`src/hdl/ecgf_pkg.sv`:
```
package ecgf_pkg;

  // field widths
  localparam int IDX_W  = 16;
  localparam int ELEV_W = 24;
  localparam int VAR_W  = 24;

  // gain is Q0.16 plus one integer bit so that exactly 1.0 fits
  localparam int FRAC_W = 16;
  localparam int GAIN_W = FRAC_W + 1;
  localparam logic [GAIN_W-1:0] GAIN_ONE = GAIN_W'(1) << FRAC_W;

  // stream widths, padded to whole bytes
  localparam int S_TDATA_W = 64;
  localparam int M_TDATA_W = 56;

  typedef enum logic [3:0] {
    ST_CLEAR,
    ST_IDLE,
    ST_REDUCE,
    ST_ADDR,
    ST_LOOKUP,
    ST_DIV,
    ST_MUL,
    ST_ADD,
    ST_FINISH
  } fuse_state_t;

  typedef struct packed {
    logic                     occupied;
    logic [VAR_W-1:0]         variance;
    logic signed [ELEV_W-1:0] mean;
  } cell_entry_t;

  // handshake between sequencer and gain divider
  typedef struct packed {
    logic                start;
    logic [VAR_W-1:0]    cell_var;
    logic [VAR_W:0]      var_sum;
  } div_req_t;

  typedef struct packed {
    logic                done;
    logic [GAIN_W-1:0]   gain;
  } div_rsp_t;

endpackage

```
`src/hdl/ecgf_gain_div.sv`:
```
// Restoring divider: gain = floor(v * 2^16 / (v + pv)), one quotient bit a cycle.
// The quotient never exceeds 2^16, so only the last GAIN_W dividend bits are walked;
// the bits above them (v >> 1) already sit below the divisor.
module ecgf_gain_div
  import ecgf_pkg::*;
(
  input  logic     clk,
  input  logic     rst,
  input  div_req_t req,
  output div_rsp_t rsp
);

  localparam int CNT_W = $clog2(GAIN_W);

  logic             busy;
  logic             done;
  logic [CNT_W-1:0] step_cnt;
  logic [VAR_W:0]   rem;
  logic [VAR_W:0]   divisor;
  logic             next_bit;
  logic [GAIN_W-1:0] quot;

  logic [VAR_W+1:0] trial;
  logic [VAR_W+1:0] trial_sub;
  logic             fits;

  assign trial     = {rem, next_bit};
  assign trial_sub = trial - {1'b0, divisor};
  assign fits      = trial >= {1'b0, divisor};

  always_ff @(posedge clk) begin
    if (rst) begin
      busy     <= 1'b0;
      done     <= 1'b0;
      step_cnt <= '0;
    end else begin
      done <= 1'b0;
      if (req.start) begin
        busy     <= 1'b1;
        step_cnt <= CNT_W'(GAIN_W - 1);
      end else if (busy) begin
        if (step_cnt == '0) begin
          busy <= 1'b0;
          done <= 1'b1;
        end else begin
          step_cnt <= step_cnt - CNT_W'(1);
        end
      end
    end
  end

  always_ff @(posedge clk) begin
    if (req.start) begin
      rem      <= {2'b00, req.cell_var[VAR_W-1:1]};
      next_bit <= req.cell_var[0];
      divisor  <= req.var_sum;
      quot     <= '0;
    end else if (busy) begin
      rem      <= fits ? trial_sub[VAR_W:0] : trial[VAR_W:0];
      next_bit <= 1'b0;
      quot     <= {quot[GAIN_W-2:0], fits};
    end
  end

  assign rsp = '{done: done, gain: quot};

endmodule

```
`config.mk`:
```
export PLATFORM = sky130hd
export DESIGN_NAME = ecgf_gain_div
export DESIGN_NICKNAME = d
export VERILOG_FILES = /design/src/hdl/ecgf_pkg.sv /design/src/hdl/ecgf_gain_div.sv
export SDC_FILE = /design/constraint.sdc
export NUM_CORES = 1
export LEC_CHECK = 0
export BUFFER_PORTS_ARGS = -buffer_cell sky130_fd_sc_hd__buf_2
export CORE_MARGIN = 1.5
export CORE_UTILIZATION = 40
export CTS_BUF_LIST = sky130_fd_sc_hd__clkbuf_16
export CTS_CLUSTER_SIZE = 12
export DETAILED_ROUTE_END_ITERATION = 10
export GPL_ROUTABILITY_DRIVEN = 0
export GPL_TIMING_DRIVEN = 0
export PLACE_DENSITY = 0.63
export SLEW_MARGIN = 20
export SYNTH_ARGS = -nofsm -noshare
export SYNTH_HDL_FRONTEND = slang
export SYNTH_SLANG_ARGS = --single-unit
```
`constraint.sdc`:
```
create_clock -name clk -period 4.24 [get_ports clk]
set_clock_uncertainty 0.1 [all_clocks]
set_input_delay 0.212 -clock clk [delete_from_list [all_inputs] [get_ports clk]]
set_output_delay 0.212 -clock clk [all_outputs]
set_load 0.05 [all_outputs]
```
==> qor.yml, run 1 <==
status:
  status: "finished clean"
min_path:
  min_from: "rst"
  min_path_cells: 2
  hp-class: "in2reg"
  worstHoldEndpoint: "step_cnt[4]$_SDFFE_PP0P_"
sta:
  period_share: 0.8057
  timing.final.ws_setup_ns: 0.8238
  slew_violations: 0
  slew_headroom: 0.5149
  finalSetupViolations: 0
  finalSetupTns_ns: 0
  hold_viol: 0
  fmax_ghz: 0.2927
  tightest_slew_ns: 0.7215
  fin_crit_ns: 3.416
  rsz0062_at_grt: "no"
synth:
  synth.avg_cell_area_um2: 9.818
  synthesis.area_um2: 4497
  yosysSeqAreaShare: 0.4430
  syn_inst: 458
  ys_warn_count: 0
  synth_edf_count: 49
  synth.distinct_cells: 61
  ys.flop_type: "edfxtp_1"
  synth-seq-cells: 75
  async_flop_share: 0
  syn_nets: 538
route:
  drc: 0
  vias_per_cell: 5.360
  drt-total-wl_mm: 11.22
  drtAntennaViolNets: 0
  via_count: 3795
  drt_pass1_iterations: 5
  wl_per_cell_um: 15.85
  drt_iter0_drc: 187
worst_setup_path:
  cp-end-kind: "flop"
  r2r-start: "next_bit$_SDFFCE_PN0P_"
  critPathArrivalTime_ns: 3.41
  r2r_setup_slack_ns: 0.82
  ff2ff_path_depth: 13
  cp_common_cell: "inv_1"
  crit_type: "reg2reg"
  slowest_delay_ns: 0.41
  crit_fanout: 10
  crit_slowest_cell: "fa_1"
  path_cells: "inv_1, ha_1, inv_1, fa_1, a21oi_2, o221ai_2, a211oi_2, o22ai_2, a21oi_4, o311a_4, buf_6, nor2_1, a221o_1"
  start_kind: "flop"
  worst_r2r_endpoint: "rem[20]$_DFFE_PP_"
  cp.required_ns: 4.24
floorplan:
  die-area_um2: 11890
  dieHeight_um: 109.0
  ios: 70
  start_util: 0.4130
  rows: 38
  dieWidth_um: 109.0
  core-area_um2: 10890
global_routing:
  grt_pass1_vias: 3771
  grt_max_degree: 27
  grtUsageTotal: 0.2033
  top_usage_layer: "met2"
  grt_overflow: 0
  grt_pass1_wl_mm: 18.23
  met1_usage: 0.2662
  grt_use_met2: 0.3268
  antenna_found_initial: 1
  use_met3: 0.05499
clocking:
  cts_buffer_depth: 2
  clk_pin_slew_ns: 0.06
  cts_root_buffer: "clkbuf_16"
  cts_resized: 0
  htree_levels: 3
  cts_sinks: 75
  clkLatencyLatePin_ns: 0.36
  cts_made_buffers: 9
  tritoncts: "done"
power_and_ir_drop:
  p_seq_frac: 0.343
  power_switching_uw: 985.1
  p_int_uw: 1713
  pwr-share-clk: 0.289
  p_leak_uw: 0.002389
  pwr-share-comb: 0.369
  power_density_nw_per_um2: 484.2
  swShare: 0.3651
  ir_worst_vdd_mv: 0.2920
placed_design:
  portBuffers: 69
  dp_hpwl_mm: 7.948
  place_ws_ns: 0.8422
layout:
  final_nets: 643
  drive_gt1_frac: 0.1954
  antenna_cells: 0
  syn2layout_area_growth_pct: 23.90
job:
  max_cap_viol_count: 0
## synthesized netlist by cell type, drive strengths merged (12+ instances only)
| library cell | n | area [um^2] |
|---|---|---|
| o21ai | 20 | 100.1 |
| mux2i | 24 | 240.2 |
| a21oi | 29 | 167.7 |
| edfxtp | 49 | 1471 |
| nand3 | 31 | 155.2 |
| ha | 27 | 337.8 |
| dfxtp | 26 | 520.5 |
| nand2 | 30 | 112.6 |
| inv | 40 | 150.1 |
| nor3 | 14 | 70.07 |
| xnor2 | 15 | 131.4 |
| clkbuf | 12 | 46.29 |
| nor2 | 33 | 123.9 |
## flip-flops by register name (all words and copies together) (netlist names)
signal and cells:
busy 1, rem 25, divisor 25, done 1
next_bit 1, step_cnt 5, quot 17
## placed cells by master (no fill, tap or decap), drive strengths merged, types with 4 or more instances in the layout
master,count
buf,78
clkbuf,21
and3,5
a21oi,29
xor2,5
xnor2,15
o21ai,20
nor2b,4
nor2,33
o31ai,5
or3,5
edfxtp,49
a211oi,8
nand3,31
a2bb2oi,4
nand4,4
o21bai,4
ha,27
a31oi,4
nand2,30
nor3,14
inv,45
o311ai,10
nor4,4
mux2i,24
dlygate4sd3,25
dfxtp,26
## power by group through the flow
stage,sequential (uW),combinational (uW),clock (uW)
2_1_floorplan,930,735,0
3_3_place_gp,936,943,0
3_5_place_dp,939,959,0
4_1_cts,924,988,795
5_1_grt,934,1110,816
6_report,924,994,780
## per-layer routing
| metal | share of wire | wire length (um) |
|---|---|---|
| met1 | 0.47 | 5218 |
| met2 | 0.45 | 5101 |
| met3 | 0.066 | 737 |
| met4 | 0.015 | 164 |
| met5 | 0 | 0 |
## repair_timing
action                                 in CTS  in global routing
buffers inserted                            0                  0
endpoints found under the hold margin      25                  0
hold buffers                               25                  0
setup endpoints to repair                   0                  0
## kinds of logic after synthesis
group / share of synthesized area
DFF: 0.4430
and+or+nand+nor: 0.1580
buffers and inverters: 0.05648
AOI/OAI and AO/OA: 0.1656
muxes: 0.05843
xor gates and xnor gates: 0.03895
adders and majority gates: 0.07958
## metrics by stage
step | utilization | instances | instance area [um^2] | total power [uW] | hold slack (ns)
floorplan | - | 458 | 4497 | 1665 | 0.1811
global placement | 0.4608 | 667 | 5017 | 1880 | 0.2882
detailed placement | 0.4608 | 667 | 5017 | 1898 | 0.2901
CTS | 0.5117 | 708 | 5572 | 2706 | 0.01176
global route | 0.5117 | 708 | 5572 | 2854 | 0.03427
finish | 0.5117 | 708 | 5572 | 2698 | 0.01951
## worst max-delay path by stage
stage          slack (ns)                 to              startpoint
2_1_floorplan        1.20  rem[20]$_DFFE_PP_  next_bit$_SDFFCE_PN0P_
3_3_place_gp         0.86  rem[20]$_DFFE_PP_  next_bit$_SDFFCE_PN0P_
3_5_place_dp         0.84  rem[20]$_DFFE_PP_  next_bit$_SDFFCE_PN0P_
4_1_cts              0.83  rem[20]$_DFFE_PP_  next_bit$_SDFFCE_PN0P_
5_1_grt              0.64  rem[20]$_DFFE_PP_  next_bit$_SDFFCE_PN0P_
6_report             0.82  rem[20]$_DFFE_PP_  next_bit$_SDFFCE_PN0P_
## area by class of cell
cell class | instances | area, um^2
tap | 140 | 175.2
clock inverter | 7 | 78.83
timing repair buffer | 94 | 595.6
inverter | 41 | 153.9
buffer | 21 | 100.1
multi-input combinational | 321 | 2251
clock buffer | 9 | 225.2
fill | 993 | 5316
sequential | 75 | 1992
## worst max-delay path: cells and delay by family (launching register included)
| kind | cells | cell delay, ns |
|---|---|---|
| DFF | 1 | 0.36 |
| buffers and inverters | 3 | 0.29 |
| AOI/OAI and AO/OA | 7 | 1.78 |
| and+or+nand+nor | 1 | 0.05 |
| adders and majority gates | 2 | 0.58 |
(Power assumes the default switching activity.)
==> run 2, diff against run 1 <==
- PLACE_DENSITY: 0.63 -> 0.65
- clock period: 4.24 -> 3 ns (I/O delays scaled with it)
==> run 2 against run 1 <==
The flow now finishes with violations (hold timing, setup timing). Die area stayed put. Via count is 3.0% higher. First-iteration DRC count is 16% lower. Routed wire length is 5.7% higher. Combinational power is 68% higher. Sequential share of layout area is 2.2 points lower. Critical endpoint unchanged. Highest routed layer unchanged.
==> qor.yml, run 2 (synthesized netlist as in run 1, its figures left out) <==
global_routing:
  grt_pass1_vias: 3929
  grtUsageTotal: 0.2086
  antenna_found_initial: 0
  grt_pass1_wl_mm: 18.86
  grt_overflow: 0
  grt_max_degree: 27
power_and_ir_drop:
  power_density_nw_per_um2: 676.9
  p_leak_uw: 0.002513
  ir_worst_vdd_mv: 0.3909
route:
  drc: 0
  vias_per_cell: 5.323
  drt_pass1_iterations: 4
  wl_per_cell_um: 16.16
  drtAntennaViolNets: 0
  via_count: 3907
  drt-total-wl_mm: 11.86
  drt_iter0_drc: 157
min_path:
  hp-class: "in2reg"
  min_from: "req[41]"
  min_path_cells: 3
  worstHoldEndpoint: "rem[15]$_DFFE_PP_"
status:
  status: "finished, violations left"
  violations: "hold timing, setup timing"
sta:
  slew_headroom: 0.5167
  finalSetupViolations: 2
  tightest_slew_ns: 0.7189
  rsz0062_at_grt: "yes"
  timing.final.ws_setup_ns: -0.02788
  fin_crit_ns: 3.028
  slew_violations: 0
  fmax_ghz: 0.3303
  finalHoldWorstSlack_ns: -0.002716
  hold_viol: 1
  period_share: 1.009
placed_design:
  placed_area_um2: 5017
  place_ws_ns: -0.3366
  portBuffers: 69
  dp_hpwl_mm: 8.048
layout:
  fin_area_um2: 5939
  drive_gt1_frac: 0.2424
  final_cell_mix: "70 x buf_2, 49 x edfxtp_1, 38 x inv_1, 36 x dlygate4sd3_1, 32 x nor2_1"
  final_util: 0.5455
  syn2layout_area_growth_pct: 32.08
  biggestRegsByFlops: "divisor: 25 flops, rem: 25 flops, quot: 17 flops"
  multi_input_area_um2: 2399
  final_nets: 669
  area.sequential_um2: 1992
  antenna_cells: 0
  n_fill_cell: 982
  final_common_cell: "buf_2"
job:
  max_cap_viol_count: 0
worst_setup_path:
  crit_type: "reg2reg"
  cp-end-kind: "flop"
  crit_slowest_cell: "edfxtp_1"
  r2r-start: "next_bit$_SDFFCE_PN0P_"
  cp_num_buf_inv: 3
  cp.required_ns: 2.99
  slowest_delay_ns: 0.37
  critPathArrivalTime_ns: 3.02
  ff2ff_path_depth: 12
  worst_r2r_endpoint: "rem[20]$_DFFE_PP_"
  path_cells: "inv_2, ha_4, inv_2, fa_2, a21oi_4, o221ai_4, buf_4, a21o_1, o211a_4, a211oi_2, xnor2_1, a221o_1"
  crit_fanout: 3
  r2r_setup_slack_ns: -0.03
  start_kind: "flop"
  critical-path-top-delay-family: "compound AO/OA/AOI/OAI gates"
  cp_common_cell: "inv_2"
clocking:
  cts_made_buffers: 9
  htree_levels: 3
  clkLatencyLatePin_ns: 0.35
  cts_root_buffer: "clkbuf_16"
  clk_pin_slew_ns: 0.06
  cts_buffer_depth: 2
  tritoncts: "done"
  cts_sinks: 75
floorplan:
  ios: 70
  die-area_um2: 11890
  rows: 38
  dieHeight_um: 109.0
  dieWidth_um: 109.0
  start_util: 0.4130
  core-area_um2: 10890
## run 2: cell count changes in the layout (fill, tap and decap cells not counted), moves of 3 or more
cell,before,now
buf_4,2,17
o21ai_0,19,16
dlygate4sd3_1,25,36
inv_8,4,1
o21ai_1,1,4
ha_1,27,24
o311ai_0,7,4
o311ai_1,2,5
buf_2,73,70
## run 2: timing repair
action,in CTS,in global routing
hold buffers,36,0
pin swaps,9,16
cloned,1,0
endpoints found under the hold margin,42,0
gates resized for setup,14,27
setup endpoints to repair,26,25
setup buffers,9,5
## run 2: stage by stage
stage	total power (uW)	hold slack, ns	setup TNS [ns]	instances
global placement	2651	0.2261	-4.715	667
detailed placement	2693	0.2281	-5.668	667
global route	4238	0.005594	-1.539	734
CTS	3884	0.0007340	-0.5457	729
finish	4020	-0.002716	-0.04350	734
floorplan	2353	0.1191	0	458
## run 2: how the worst max path moves through the flow
stage / startpoint / to / slack, ns / depth (start not counted)
floorplan: next_bit$_SDFFCE_PN0P_ / rem[20]$_DFFE_PP_ / 0.02 / 13
global placement: next_bit$_SDFFCE_PN0P_ / rem[20]$_DFFE_PP_ / -0.32 / 13
detailed placement: next_bit$_SDFFCE_PN0P_ / rem[20]$_DFFE_PP_ / -0.34 / 13
CTS: next_bit$_SDFFCE_PN0P_ / rem[20]$_DFFE_PP_ / -0.08 / 13
global route: next_bit$_SDFFCE_PN0P_ / rem[20]$_DFFE_PP_ / -0.13 / 13
finish: next_bit$_SDFFCE_PN0P_ / rem[20]$_DFFE_PP_ / -0.03 / 12
## run 2: layout make-up
class                           count  share of cell area
Multi-Input combinational cell    321              0.4038
Sequential cell                    75              0.3354
Timing Repair Buffer              120              0.1384
Clock buffer                        9             0.03792
Tap cell                          140             0.02949
Inverter                           41             0.02591
Buffer                             21             0.01938
Clock inverter                      7            0.009690
## run 2: power breakdown
group | total [uW] | internal, uW | switching [uW]
combinational | 1670 | 742 | 933
clock | 1040 | 573 | 465
sequential | 1310 | 1240 | 63.4
total | 4020 | 2560 | 1460
## run 2: per-layer routing
metal  vias to the layer above  global-route usage  wire, um
met1                      1814              0.2703      5462
met5                         -                   0         0
met4                         0             0.08083       270
met3                        21             0.05858       731
li1                       1937                   -         -
met2                       135              0.3290      5399
## run 2: worst min-delay path: cells and delay by family
family / cells / cell delay, ns
simple gates: 1 / 0.04
buf+inv: 1 / 0.09
compound gates: 1 / 0.06
==> run 3, diff against run 2 <==
- CORE_UTILIZATION: 40 -> 52
- GPL_ROUTABILITY_DRIVEN: 0 -> not set
- PLACE_DENSITY: 0.65 -> 0.8
==> run 3 against run 2 <==
The run ends with setup timing left. Critical path depth increased by 1. Setup slack got worse by 0.010 ns. Sequential cell count did not move. First-iteration DRC count grew 100%. Hold slack better by 0.0061 ns. Clock-buffer cell count rose by 1. Non-clock buffer count down 3. Sequential power about the same. Combinational power is essentially flat. Sequential share of layout area increased by 0.39 points. Critical path type unchanged. Critical endpoint unchanged. Largest cell class unchanged.
==> qor.yml, run 3 (synthesized netlist as in run 1, its figures left out) <==
worst_setup_path:
  ff2ff_path_depth: 13
  cp.required_ns: 2.99
  worst_r2r_endpoint: "rem[20]$_DFFE_PP_"
  start_kind: "flop"
  crit_type: "reg2reg"
  critPathArrivalTime_ns: 3.03
  r2r_setup_slack_ns: -0.04
  r2r-start: "next_bit$_SDFFCE_PN0P_"
  crit_fanout: 5
  cp-end-kind: "flop"
clocking:
  cts_made_buffers: 9
  cts_buffer_depth: 2
  cts_root_buffer: "clkbuf_16"
  tritoncts: "done"
  htree_levels: 3
  cts_sinks: 75
  clkLatencyLatePin_ns: 0.35
  clk_pin_slew_ns: 0.07
route:
  drc: 0
  drtAntennaViolNets: 0
  via_count: 4118
  wl_per_cell_um: 17.30
  drt_pass1_iterations: 6
  vias_per_cell: 5.917
  drt-total-wl_mm: 12.04
  drt_iter0_drc: 321
power_and_ir_drop:
  ir_worst_vdd_mv: 0.4699
  power_density_nw_per_um2: 703.5
  p_leak_uw: 0.002507
global_routing:
  grt_max_degree: 27
  grtUsageTotal: 0.2679
  grt_overflow: 0
  grt_pass1_vias: 3961
  antenna_found_initial: 0
  grt_pass1_wl_mm: 18.53
layout:
  drive_gt1_frac: 0.2470
  syn2layout_area_growth_pct: 30.58
  final_common_cell: "buf_2"
  final_nets: 666
  final_util: 0.7075
  biggestRegsByFlops: "divisor: 25 flops, rem: 25 flops, quot: 17 flops"
  final_cell_mix: "72 x buf_2, 49 x edfxtp_1, 38 x inv_1, 32 x nor2_1, 32 x dlygate4sd3_1"
  n_fill_cell: 562
  antenna_cells: 0
  final_cells: 696
sta:
  fin_crit_ns: 3.038
  slew_headroom: 0.4774
  tightest_slew_ns: 0.7772
  hold_viol: 0
  rsz0062_at_grt: "yes"
  timing.final.ws_setup_ns: -0.03783
  fmax_ghz: 0.3292
  slew_violations: 0
  finalHoldWorstSlack_ns: 0.003404
  finalSetupViolations: 6
  period_share: 1.013
floorplan:
  die-area_um2: 9215
  ios: 70
  core-area_um2: 8299
  dieHeight_um: 96.00
  dieWidth_um: 96.00
  rows: 33
  start_util: 0.5418
placed_design:
  gp_congestion: 0.9369
  dp_hpwl_mm: 7.599
  dpl.cell_count: 632
  portBuffers: 69
min_path:
  min_path_cells: 3
  worstHoldEndpoint: "rem[5]$_DFFE_PP_"
  hp-class: "in2reg"
  min_from: "req[31]"
status:
  violations: "setup timing"
  status: "finished, violations left"
job:
  max_cap_viol_count: 0
run 3: cell count changes in the layout (fill, tap and decap cells not counted), moves of 2 or more:
cell           change
o311ai_0           -2
dlygate4sd3_1      -4
o21ai_1            +2
o311ai_1           +2
o21ai_0            -2
buf_2              +2
run 3: worst max-delay path by stage:
stage / from / end / slack [ns]
after floorplan: next_bit$_SDFFCE_PN0P_ / rem[20]$_DFFE_PP_ / 0.02
after global placement: next_bit$_SDFFCE_PN0P_ / rem[20]$_DFFE_PP_ / -0.27
after detailed placement: next_bit$_SDFFCE_PN0P_ / rem[20]$_DFFE_PP_ / -0.34
after CTS: next_bit$_SDFFCE_PN0P_ / rem[20]$_DFFE_PP_ / -0.06
after global routing: next_bit$_SDFFCE_PN0P_ / rem[1]$_DFFE_PP_ / -0.09
final: next_bit$_SDFFCE_PN0P_ / rem[20]$_DFFE_PP_ / -0.04
run 3: final cells by class:
type	instances	area (um^2)	share of cell area
clock inverter	6	57.56	0.009802
buffer	21	116.4	0.01982
timing repair buffer	117	787.0	0.1340
sequential	75	1992	0.3392
tap	105	131.4	0.02237
inverter	41	153.9	0.02621
multi-input combinational	321	2384	0.4059
clock buffer	10	250.2	0.04262
run 3: layer usage:
layer	global-route usage	routed length, um	vias to the layer above
li1	-	-	1943
met1	0.3348	4959	1928
met2	0.4325	5769	210
met3	0.07267	987	37
met4	0.1189	326	0
met5	0	0	-
run 3: worst max-delay path: stages, from the launching register on:
cell and delay (ns):
edfxtp_1 0.38, inv_2 0.09, ha_4 0.14, inv_2 0.04
fa_2 0.39, a21oi_4 0.18, o221ai_4 0.13, a211oi_2 0.28
o22ai_2 0.14, a21oi_4 0.23, o311a_4 0.23, buf_8 0.13
nor2_2 0.03, a221o_1 0.29
run 3: stage by stage:
step	power (uW)	setup TNS (ns)	setup slack [ns]	instance area [um^2]
floorplan	2353	0	0.01639	4497
global placement	2629	-3.804	-0.2747	4974
detailed placement	2676	-5.765	-0.3402	4974
CTS	3966	-0.3519	-0.06275	5747
global route	4317	-0.7112	-0.09489	5872
finish	4131	-0.1318	-0.03783	5872
run 3: report_power, final:
group	switching [uW]	internal (uW)
registers	65.1	1240
clock network	493	635
logic	955	739
run 3: repair_timing:
item	4_1_cts	5_1_grt
resized for setup	20	23
hold endpoints to repair	38	0
buffers inserted	11	5
pin swaps	13	8
endpoints found under the setup margin	26	24
hold buffers	32	0
gates cloned	0	1
